[src/rtl/pts_pkg.sv]
// Shared types, codes and constants for the PWM tone sequencer.
// Used by every module under rtl; depends on nothing.
package pts_pkg;

    localparam int TABLE_DEPTH_DEF = 64;

    localparam int HZ_W       = 16;
    localparam int DUR_W      = 16;
    localparam int CLOCK_W    = 32;
    localparam int DUTY_W     = 9;
    localparam int ICOUNT_W   = 7;
    localparam int PERIOD_W   = 17;
    localparam int RELOAD_W   = 16;
    localparam int COMPARE_W  = 17;
    localparam int ACTUAL_W   = 31;
    localparam int INDEX_W    = 6;
    localparam int MODE_W     = 2;
    localparam int CFG_IDX_W  = 3;
    localparam int CFG_DATA_W = 32;

    localparam logic [MODE_W-1:0] MODE_TICK    = 2'd0;
    localparam logic [MODE_W-1:0] MODE_WRITE   = 2'd1;
    localparam logic [MODE_W-1:0] MODE_RESTART = 2'd2;

    localparam logic [CFG_IDX_W-1:0] CFG_CLOCK   = 3'd0;
    localparam logic [CFG_IDX_W-1:0] CFG_DUTY    = 3'd1;
    localparam logic [CFG_IDX_W-1:0] CFG_LOOP    = 3'd2;
    localparam logic [CFG_IDX_W-1:0] CFG_SILENT  = 3'd3;
    localparam logic [CFG_IDX_W-1:0] CFG_ICOUNT  = 3'd4;

    localparam logic [CLOCK_W-1:0]  CLOCK_RST = 32'd1000000;
    localparam logic [DUTY_W-1:0]   DUTY_RST  = 9'd128;
    localparam logic [DUTY_W-1:0]   DUTY_FULL = 9'd256;

    localparam logic [PERIOD_W-1:0] PERIOD_MIN = 17'd2;
    localparam logic [PERIOD_W-1:0] PERIOD_MAX = 17'd65536;

    typedef struct packed {
        logic             muted;
        logic [DUR_W-1:0] duration;
        logic [HZ_W-1:0]  hz;
    } note_t;

    typedef struct packed {
        logic busy;
        logic done;
    } div_status_t;

endpackage

[src/rtl/pts_note_mem.sv]
// Note table storage: one write port, one registered read port.
// Depends on pts_pkg for the note entry type.
module pts_note_mem #(
    parameter int DEPTH = pts_pkg::TABLE_DEPTH_DEF,
    parameter int AW    = (DEPTH > 1) ? $clog2(DEPTH) : 1
) (
    input  logic            clk,
    input  logic            we,
    input  logic [AW-1:0]   waddr,
    input  pts_pkg::note_t  wdata,
    input  logic            re,
    input  logic [AW-1:0]   raddr,
    output pts_pkg::note_t  rdata
);
    import pts_pkg::*;

    note_t mem [DEPTH];
    note_t rdata_reg;

    always_ff @(posedge clk)
    begin
        if (we)
        begin
            mem[waddr] <= wdata;
        end
        if (re)
        begin
            rdata_reg <= mem[raddr];
        end
    end

    assign rdata = rdata_reg;

endmodule

[src/rtl/pts_divider.sv]
// Restoring divider, one quotient bit per cycle, 32-bit dividend by 17-bit divisor.
// Depends on pts_pkg for widths and the status struct.
module pts_divider (
    input  logic                          clk,
    input  logic                          rst_n,
    input  logic                          start,
    input  logic [pts_pkg::CLOCK_W-1:0]   dividend,
    input  logic [pts_pkg::PERIOD_W-1:0]  divisor,
    output logic [pts_pkg::CLOCK_W-1:0]   quotient,
    output pts_pkg::div_status_t          status
);
    import pts_pkg::*;

    localparam int CNT_W = $clog2(CLOCK_W);
    localparam logic [CNT_W-1:0] CNT_LAST = CNT_W'(CLOCK_W - 1);

    logic [CLOCK_W-1:0]  quo_reg, quo_next;
    logic [PERIOD_W-1:0] rem_reg, rem_next;
    logic [PERIOD_W-1:0] dsr_reg;
    logic [CNT_W-1:0]    cnt_reg;
    logic                busy_reg, done_reg;
    logic [PERIOD_W:0]   shifted;
    logic [PERIOD_W:0]   trial;

    always_comb
    begin
        shifted = {rem_reg, quo_reg[CLOCK_W-1]};
        trial   = shifted - {1'b0, dsr_reg};
        if (!trial[PERIOD_W])
        begin
            rem_next = trial[PERIOD_W-1:0];
            quo_next = {quo_reg[CLOCK_W-2:0], 1'b1};
        end
        else
        begin
            rem_next = shifted[PERIOD_W-1:0];
            quo_next = {quo_reg[CLOCK_W-2:0], 1'b0};
        end
    end

    always_ff @(posedge clk or negedge rst_n)
    begin
        if (!rst_n)
        begin
            busy_reg <= 1'b0;
            done_reg <= 1'b0;
            cnt_reg  <= '0;
        end
        else
        begin
            done_reg <= 1'b0;
            if (start && !busy_reg)
            begin
                busy_reg <= 1'b1;
                cnt_reg  <= '0;
            end
            else if (busy_reg)
            begin
                cnt_reg <= cnt_reg + 1'b1;
                if (cnt_reg == CNT_LAST)
                begin
                    busy_reg <= 1'b0;
                    done_reg <= 1'b1;
                end
            end
        end
    end

    always_ff @(posedge clk)
    begin
        if (start && !busy_reg)
        begin
            quo_reg <= dividend;
            rem_reg <= '0;
            dsr_reg <= divisor;
        end
        else if (busy_reg)
        begin
            quo_reg <= quo_next;
            rem_reg <= rem_next;
        end
    end

    assign quotient    = quo_reg;
    assign status.busy = busy_reg;
    assign status.done = done_reg;

endmodule

[src/rtl/pwm_tone_sequencer.sv]
// Top level: config registers, note sequencer and output word register.
// Depends on pts_pkg, pts_note_mem and pts_divider.
//
//  channel | direction | handshake              | payload
//  --------+-----------+------------------------+------------------------------------------
//  cfg     | in        | cfg_valid / cfg_ready  | cfg_index, cfg_data
//  in      | in        | in_valid / in_ready    | mode, entry_index, entry_hz,
//          |           |                        | entry_duration, entry_muted
//  out     | out       | out_valid / out_ready  | pwm_on, apply_settings, reload_value,
//          |           |                        | compare_value, actual_hz,
//          |           |                        | sequence_finished, note_index
//
// A write, restart, silent tick or unused mode goes from S_IDLE to S_DONE and then to its output word.
// A tick passes through S_EVAL and S_DONE, and through S_DIV1 and S_DIV2 as well when a new period is
// computed: two passes of the shared divider (clock / frequency, then clock / period).
// in_ready is low while a word is in work; a finished word waits in S_DONE while the output word
// before it is still unaccepted. Reset clears all control state; no clearing pass is needed.
module pwm_tone_sequencer #(
    parameter int TABLE_DEPTH = pts_pkg::TABLE_DEPTH_DEF
) (
    input  logic                              clk,
    input  logic                              rst_n,
    input  logic                              cfg_valid,
    output logic                              cfg_ready,
    input  logic [pts_pkg::CFG_IDX_W-1:0]     cfg_index,
    input  logic [pts_pkg::CFG_DATA_W-1:0]    cfg_data,
    input  logic                              in_valid,
    output logic                              in_ready,
    input  logic [pts_pkg::MODE_W-1:0]        mode,
    input  logic [pts_pkg::INDEX_W-1:0]       entry_index,
    input  logic [pts_pkg::HZ_W-1:0]          entry_hz,
    input  logic [pts_pkg::DUR_W-1:0]         entry_duration,
    input  logic                              entry_muted,
    output logic                              out_valid,
    input  logic                              out_ready,
    output logic                              pwm_on,
    output logic                              apply_settings,
    output logic [pts_pkg::RELOAD_W-1:0]      reload_value,
    output logic [pts_pkg::COMPARE_W-1:0]     compare_value,
    output logic [pts_pkg::ACTUAL_W-1:0]      actual_hz,
    output logic                              sequence_finished,
    output logic [pts_pkg::INDEX_W-1:0]       note_index
);
    import pts_pkg::*;

    localparam int AW = (TABLE_DEPTH > 1) ? $clog2(TABLE_DEPTH) : 1;
    localparam int CW = (AW + 1 > ICOUNT_W) ? AW + 1 : ICOUNT_W;
    localparam logic [CW-1:0] DEPTH_C = CW'(TABLE_DEPTH);

    typedef enum logic [4:0] {
        S_IDLE = 5'b00001,
        S_EVAL = 5'b00010,
        S_DIV1 = 5'b00100,
        S_DIV2 = 5'b01000,
        S_DONE = 5'b10000
    } state_t;

    state_t state_reg;

    logic [CLOCK_W-1:0]  clock_reg;
    logic [DUTY_W-1:0]   duty_reg;
    logic                loop_reg;
    logic                silent_reg;
    logic [ICOUNT_W-1:0] icount_reg;

    logic [AW-1:0]       position_reg;
    logic [DUR_W-1:0]    tick_reg;
    logic                finished_reg;
    logic                running_reg;
    logic [HZ_W-1:0]     req_hz_reg;
    logic [ACTUAL_W-1:0] achieved_reg;

    logic                applied_reg;
    logic [PERIOD_W-1:0] period_reg;
    logic [RELOAD_W-1:0] reload_reg;
    logic [COMPARE_W-1:0] compare_reg;

    logic                 out_valid_reg;
    logic                 o_pwm_reg;
    logic                 o_apply_reg;
    logic [RELOAD_W-1:0]  o_reload_reg;
    logic [COMPARE_W-1:0] o_compare_reg;
    logic [ACTUAL_W-1:0]  o_actual_reg;
    logic                 o_finished_reg;
    logic [INDEX_W-1:0]   o_index_reg;

    logic                in_fire;
    logic                entry_in_range;
    logic                mem_we;
    note_t               wr_note;
    note_t               rd_note;

    logic                div_start;
    logic [PERIOD_W-1:0] div_divisor;
    logic [CLOCK_W-1:0]  div_quot;
    div_status_t         div_status;

    logic [CW-1:0]       count_eff;
    logic [CW-1:0]       pos_plus;
    logic [DUR_W-1:0]    limit;
    logic [DUR_W-1:0]    tick_inc;
    logic                note_end;
    logic [PERIOD_W-1:0] period_clamp;
    logic [DUTY_W-1:0]   duty_eff;
    logic [PERIOD_W+DUTY_W-1:0] product;
    logic                out_load;
    logic                eval_launch;

    assign cfg_ready = 1'b1;
    assign in_ready  = (state_reg == S_IDLE);
    assign in_fire   = in_valid && in_ready;

    assign entry_in_range = (CW'(entry_index) < DEPTH_C);
    assign mem_we         = in_fire && (mode == MODE_WRITE) && entry_in_range;
    assign wr_note        = '{muted: entry_muted, duration: entry_duration, hz: entry_hz};

    pts_note_mem #(
        .DEPTH (TABLE_DEPTH),
        .AW    (AW)
    ) u_mem (
        .clk   (clk),
        .we    (mem_we),
        .waddr (AW'(entry_index)),
        .wdata (wr_note),
        .re    (in_fire),
        .raddr (position_reg),
        .rdata (rd_note)
    );

    assign count_eff = (CW'(icount_reg) > DEPTH_C) ? DEPTH_C : CW'(icount_reg);
    assign pos_plus  = CW'(position_reg) + 1'b1;
    assign limit     = (rd_note.duration == '0) ? DUR_W'(1) : rd_note.duration;
    assign tick_inc  = tick_reg + 1'b1;
    assign note_end  = (tick_inc >= limit);

    always_comb
    begin
        if (div_quot < CLOCK_W'(PERIOD_MIN))
        begin
            period_clamp = PERIOD_MIN;
        end
        else if (div_quot > CLOCK_W'(PERIOD_MAX))
        begin
            period_clamp = PERIOD_MAX;
        end
        else
        begin
            period_clamp = div_quot[PERIOD_W-1:0];
        end
    end

    assign duty_eff = (duty_reg > DUTY_FULL) ? DUTY_FULL : duty_reg;
    assign product  = period_reg * duty_eff;

    assign eval_launch = (state_reg == S_EVAL) && (count_eff != '0) && !finished_reg
                         && !rd_note.muted && (rd_note.hz != '0)
                         && !(running_reg && (req_hz_reg == rd_note.hz))
                         && (clock_reg != '0);

    assign div_start   = eval_launch || ((state_reg == S_DIV1) && div_status.done);
    assign div_divisor = (state_reg == S_EVAL) ? PERIOD_W'(rd_note.hz) : period_clamp;

    pts_divider u_div (
        .clk      (clk),
        .rst_n    (rst_n),
        .start    (div_start),
        .dividend (clock_reg),
        .divisor  (div_divisor),
        .quotient (div_quot),
        .status   (div_status)
    );

    always_ff @(posedge clk or negedge rst_n)
    begin
        if (!rst_n)
        begin
            clock_reg  <= CLOCK_RST;
            duty_reg   <= DUTY_RST;
            loop_reg   <= 1'b0;
            silent_reg <= 1'b0;
            icount_reg <= '0;
        end
        else if (cfg_valid && cfg_ready)
        begin
            unique case (cfg_index)
                CFG_CLOCK:  clock_reg  <= cfg_data;
                CFG_DUTY:   duty_reg   <= cfg_data[DUTY_W-1:0];
                CFG_LOOP:   loop_reg   <= cfg_data[0];
                CFG_SILENT: silent_reg <= cfg_data[0];
                CFG_ICOUNT: icount_reg <= cfg_data[ICOUNT_W-1:0];
                default:    ;
            endcase
        end
    end

    assign out_load = (state_reg == S_DONE) && (!out_valid_reg || out_ready);

    always_ff @(posedge clk or negedge rst_n)
    begin
        if (!rst_n)
        begin
            state_reg    <= S_IDLE;
            position_reg <= '0;
            tick_reg     <= '0;
            finished_reg <= 1'b0;
            running_reg  <= 1'b0;
            req_hz_reg   <= '0;
            achieved_reg <= '0;
            applied_reg  <= 1'b0;
        end
        else
        begin
            unique case (state_reg)
                S_IDLE:
                begin
                    if (in_fire)
                    begin
                        applied_reg <= 1'b0;
                        if (mode == MODE_RESTART)
                        begin
                            position_reg <= '0;
                            tick_reg     <= '0;
                            finished_reg <= 1'b0;
                            state_reg    <= S_DONE;
                        end
                        else if (mode == MODE_TICK && !silent_reg)
                        begin
                            state_reg <= S_EVAL;
                        end
                        else
                        begin
                            state_reg <= S_DONE;
                        end
                    end
                end
                S_EVAL:
                begin
                    state_reg <= S_DONE;
                    if (count_eff == '0 || finished_reg)
                    begin
                        req_hz_reg   <= '0;
                        achieved_reg <= '0;
                        running_reg  <= 1'b0;
                    end
                    else
                    begin
                        if (note_end)
                        begin
                            tick_reg <= '0;
                            if (pos_plus >= count_eff)
                            begin
                                if (loop_reg)
                                begin
                                    position_reg <= '0;
                                end
                                else
                                begin
                                    finished_reg <= 1'b1;
                                end
                            end
                            else
                            begin
                                position_reg <= pos_plus[AW-1:0];
                            end
                        end
                        else
                        begin
                            tick_reg <= tick_inc;
                        end
                        if (rd_note.muted || rd_note.hz == '0)
                        begin
                            req_hz_reg   <= '0;
                            achieved_reg <= '0;
                            running_reg  <= 1'b0;
                        end
                        else if (!(running_reg && req_hz_reg == rd_note.hz))
                        begin
                            req_hz_reg <= rd_note.hz;
                            if (eval_launch)
                            begin
                                state_reg <= S_DIV1;
                            end
                        end
                    end
                end
                S_DIV1:
                begin
                    if (div_status.done)
                    begin
                        state_reg <= S_DIV2;
                    end
                end
                S_DIV2:
                begin
                    if (div_status.done)
                    begin
                        achieved_reg <= div_quot[ACTUAL_W-1:0];
                        applied_reg  <= 1'b1;
                        if (!running_reg && div_quot != '0)
                        begin
                            running_reg <= 1'b1;
                        end
                        state_reg <= S_DONE;
                    end
                end
                S_DONE:
                begin
                    if (out_load)
                    begin
                        state_reg <= S_IDLE;
                    end
                end
                default:
                begin
                    state_reg <= S_IDLE;
                end
            endcase
        end
    end

    always_ff @(posedge clk)
    begin
        if (state_reg == S_DIV1 && div_status.done)
        begin
            period_reg <= period_clamp;
        end
        if (state_reg == S_DIV2 && div_status.done)
        begin
            reload_reg  <= RELOAD_W'(period_reg - 1'b1);
            compare_reg <= product[COMPARE_W+7:8];
        end
    end

    always_ff @(posedge clk or negedge rst_n)
    begin
        if (!rst_n)
        begin
            out_valid_reg <= 1'b0;
        end
        else if (out_load)
        begin
            out_valid_reg <= 1'b1;
        end
        else if (out_ready)
        begin
            out_valid_reg <= 1'b0;
        end
    end

    always_ff @(posedge clk)
    begin
        if (out_load)
        begin
            o_pwm_reg      <= running_reg;
            o_apply_reg    <= applied_reg;
            o_reload_reg   <= applied_reg ? reload_reg : '0;
            o_compare_reg  <= applied_reg ? compare_reg : '0;
            o_actual_reg   <= achieved_reg;
            o_finished_reg <= finished_reg;
            o_index_reg    <= INDEX_W'(position_reg);
        end
    end

    assign out_valid         = out_valid_reg;
    assign pwm_on            = o_pwm_reg;
    assign apply_settings    = o_apply_reg;
    assign reload_value      = o_reload_reg;
    assign compare_value     = o_compare_reg;
    assign actual_hz         = o_actual_reg;
    assign sequence_finished = o_finished_reg;
    assign note_index        = o_index_reg;

    a_div_in_div_states: assert property (@(posedge clk) disable iff (!rst_n)
        div_status.busy |-> (state_reg == S_DIV1 || state_reg == S_DIV2))
        else $error("divider busy outside a divide state");

    a_no_settings_zero: assert property (@(posedge clk) disable iff (!rst_n)
        (out_valid && !apply_settings) |-> (reload_value == '0 && compare_value == '0))
        else $error("reload or compare nonzero without new settings");

    a_compare_in_period: assert property (@(posedge clk) disable iff (!rst_n)
        (out_valid && apply_settings) |-> (COMPARE_W'(reload_value) + 1'b1 >= compare_value))
        else $error("compare beyond period");

    a_off_means_zero_hz: assert property (@(posedge clk) disable iff (!rst_n)
        (out_valid && !pwm_on) |-> (actual_hz == '0))
        else $error("achieved frequency nonzero while PWM is off");

endmodule
[config.mk]
export PLATFORM = sky130hd
export DESIGN_NAME = pwm_tone_sequencer
export DESIGN_NICKNAME = d
export VERILOG_FILES = /design/src/rtl/pts_pkg.sv /design/src/rtl/pts_note_mem.sv /design/src/rtl/pts_divider.sv /design/src/rtl/pwm_tone_sequencer.sv
export SDC_FILE = /design/constraint.sdc
export NUM_CORES = 2
export LEC_CHECK = 0
export BUFFER_PORTS_ARGS = -buffer_cell sky130_fd_sc_hd__buf_2
export CAP_MARGIN = 20
export CORE_ASPECT_RATIO = 0.9
export CORE_UTILIZATION = 57
export CTS_CLUSTER_SIZE = 28
export DETAILED_ROUTE_END_ITERATION = 6
export PLACE_DENSITY = 0.76
export SLEW_MARGIN = 20
export SYNTH_ARGS = -nofsm -noshare
export SYNTH_HDL_FRONTEND = slang
export SYNTH_HIERARCHICAL = 1
export SYNTH_SLANG_ARGS = --single-unit
[constraint.sdc]
create_clock -name clk -period 5.2 [get_ports clk]
set_input_delay 1.3 -clock clk [delete_from_list [all_inputs] [get_ports clk]]
set_output_delay 1.3 -clock clk [all_outputs]
set_load 0.02 [all_outputs]
==> run summary <==
STA
• **Worst Skew** 0.07043 ns
• **Final period util** 96.54%
• **final hold slack** 0.4461 ns
• **highest achievable clock rate** 199.2 MHz
• **relative slew slack** 25.25%
• **Final TNS setup** 0 ns
• **number of setup violations in the final report** 0
• **final period demand of the worst path** 5.020 ns
• **final worst slack** 0.1801 ns
• **Worst Max-Slew Pin Slew** 1.121 ns
• **Final Hold Vio Count** 0
• **number of max-slew violations in the final report** 0

Die
• **I/O pin cnt** 157
• **die area** 0.1787 mm^2
• **standard-cell rows** 146
• **Die H** 401.2 um
• **Initial Util** 57.37%
• **area of the core region** 0.1759 mm^2
• **horizontal extent of the die** 445.5 um

Drt
• **average vias per placed instance** 6.602
• **Detailed Route WL** 258.7 mm
• **overall via count from detail_route** 54400
• **violation count after the first detailed-route iteration** 7093
• **number of antenna-violating nets in the routed design** 0
• **first-pass iteration count of the detailed router** 7
• **Routed wire per std cell** 31.40 um
• **remaining design rule violation count** 3

Pwr
• **fraction of power consumed by sequential logic** 39.5%
• **worst IR drop on VDD** 1.103 mV
• **switching pwr** 0.01848 W
• **Switching Fraction** 31.10%
• **leak pwr** 37.19 nW
• **Power Dens Cells** 521.7 mW/mm^2
• **part of the total power dissipated in combinational logic** 32.6%
• **relative contribution of the clock network to total power** 28.0%
• **internal power** 0.04095 W

Synth
• **cell count after synthesis** 5299
• **post-synth net total** 5570
• **synthesized area divided by synthesized cell count** 19.04 um^2
• **Syn. warnings** 6
• **synthesized area** 0.1009 mm^2

Finish
• **net total in the final layout** 5947
• **max reg flops** 2112
• **Syn-to-layout area delta** 12.89%
• **number of non-filler instances in the completed layout** 8240
• **fraction of layout instances using a drive strength above 1** 25.23%

Setup path
• **Startpoint Class** flip-flop
• **critical path required time** 5.76 ns
• **WS Path Type** flip-flop to flip-flop
• **critical path endpoint category** flip-flop
• **arrival time at the worst endpoint** 5.58 ns
• **largest fanout of any net on the critical path** 7

Run
• **Max Cap Violations** 0

Placement
• **final RePlAce weighted congestion** 0.8524
• **half-perimeter wire length of the detailed placement result** 149.4 mm
• **Place WS** -0.07751 ns
• **count of placed standard cells including taps** 7800
• **input/output buffers** 155

Outcome
• **run status** complete, but fails checks
• **violations in the final reports** DRC

CTS
• **Num CTS Buffers** 226
• **number of buffers on the longest clock path** 3
• **clock tree from TritonCTS** done
• **clock network latency to the later pin of the worst-skew pair** 0.86 ns
• **clock transition at the registers of the reported paths** 0.06 ns
• **number of clock sinks** 2469
• **H-tree Lvls** 4
• **clock root buffer** clkbuf_16

Global routing
• **remaining global-route overflow** 0
• **wire length of the first global-routing pass** 375.4 mm
• **number of global-route vias before repair** 54700
• **number of antenna violations at the first check in global routing** 15
• **Total GRT Usage** 29.09%
• **largest net degree at the start of global routing** 91

Worst hold path
• **type of the most critical hold path** flip-flop to flip-flop

==> final timing paths <==
| kind | cells past startpoint | end | slack, ns | start |
|---|---|---|---|---|
| hold / removal | 0 | actual_hz[3]$_DFFE_PP_ | 0.45 | achieved_reg[3]$_DFFE_PN0P_ |
| setup / recovery | 19 | compare_reg[14]$_DFFE_PP_ | 0.18 | duty_reg[8]$_DFFE_PN0P_ |
| min in group asynchronous | 1 | clock_reg[29]$_DFFE_PN0P_ | 0.52 | rst_n |
| hold reg to reg | 0 | actual_hz[3]$_DFFE_PP_ | 0.45 | achieved_reg[3]$_DFFE_PN0P_ |
| max in group asynchronous | 2 | duty_reg[7]$_DFFE_PN1P_ | 3.63 | rst_n |
| setup reg to reg | 19 | compare_reg[14]$_DFFE_PP_ | 0.18 | duty_reg[8]$_DFFE_PN0P_ |
==> power groups by stage <==
stage	Sequential (W)	Clock, W	Combinational [W]
2_1_floorplan	0.0237	0	0.0136
3_3_place_gp	0.0238	0	0.0183
3_5_place_dp	0.0239	0	0.0186
4_1_cts	0.0234	0.0168	0.0188
5_1_grt	0.0235	0.0175	0.0214
6_report	0.0235	0.0166	0.0194
==> routing by layer <==
layer / vias to the layer above / wire length, um / global-route usage (%)
li1: 22060 / - / -
met1: 28090 / 94770 / 40.18
met2: 3608 / 122400 / 45.57
met3: 634 / 28780 / 6.015
met4: 10 / 12540 / 12.26
met5: - / 226 / 0
==> metrics by stage <==
step	util [%]	area (um^2)	total power, W
after floorplan	-	100900	0.03723
after global placement	60.37	106200	0.04215
after detailed placement	60.37	106200	0.04248
after CTS	64.59	113600	0.05904
after global routing	64.76	113900	0.06235
final	64.76	113900	0.05944
==> final cells by class <==
type,instances,area (um^2)
Antenna cell,5,12.51
Clock inverter,152,1543
Inverter,183,686.9
Clock buffer,267,5862
Tap cell,2368,2963
Timing Repair Buffer,423,3440
Fill cell,11360,61990
Sequential cell,2469,73320
Multi-Input combinational cell,2373,26100
==> layout by cell type (no fill, tap or decap), drive strengths merged, types with 47 or more instances in the layout <==
cell / count
edfxtp: 2317
mux4: 485
buf: 423
nand2: 267
clkbuf: 267
inv: 188
and2: 150
dfrtp: 126
clkinv: 115
nand3: 112
fa: 105
nor2: 105
mux2: 103
mux2i: 101
ha: 85
a22oi: 78
o22ai: 68
o21ai: 61
a21oi: 59
nand4: 53
xnor2: 51
a22o: 49
o221ai: 47
==> timing repair <==
action,CTS,global route
endpoints found under the setup margin,4,9
endpoints found under the hold margin,0,0
resized for setup,8,32
hold buffers,0,0
buffers inserted,0,16
pin swaps,0,12
==> critical path, cell delays in order, from the launching register on <==
cell,delay (ns)
dfrtp_2,0.49
buf_6,0.17
nor2b_4,0.17
buf_6,0.14
buf_6,0.11
nand2_1,0.07
fa_1,0.54
inv_1,0.05
fa_1,0.45
fa_1,0.51
inv_1,0.05
fa_1,0.47
inv_1,0.07
ha_4,0.27
nand4_1,0.15
a2111oi_2,0.32
o311ai_1,0.19
nand3b_1,0.21
a31oi_1,0.14
xnor2_1,0.16
No activity file was read; power rests on OpenSTA's default activity.
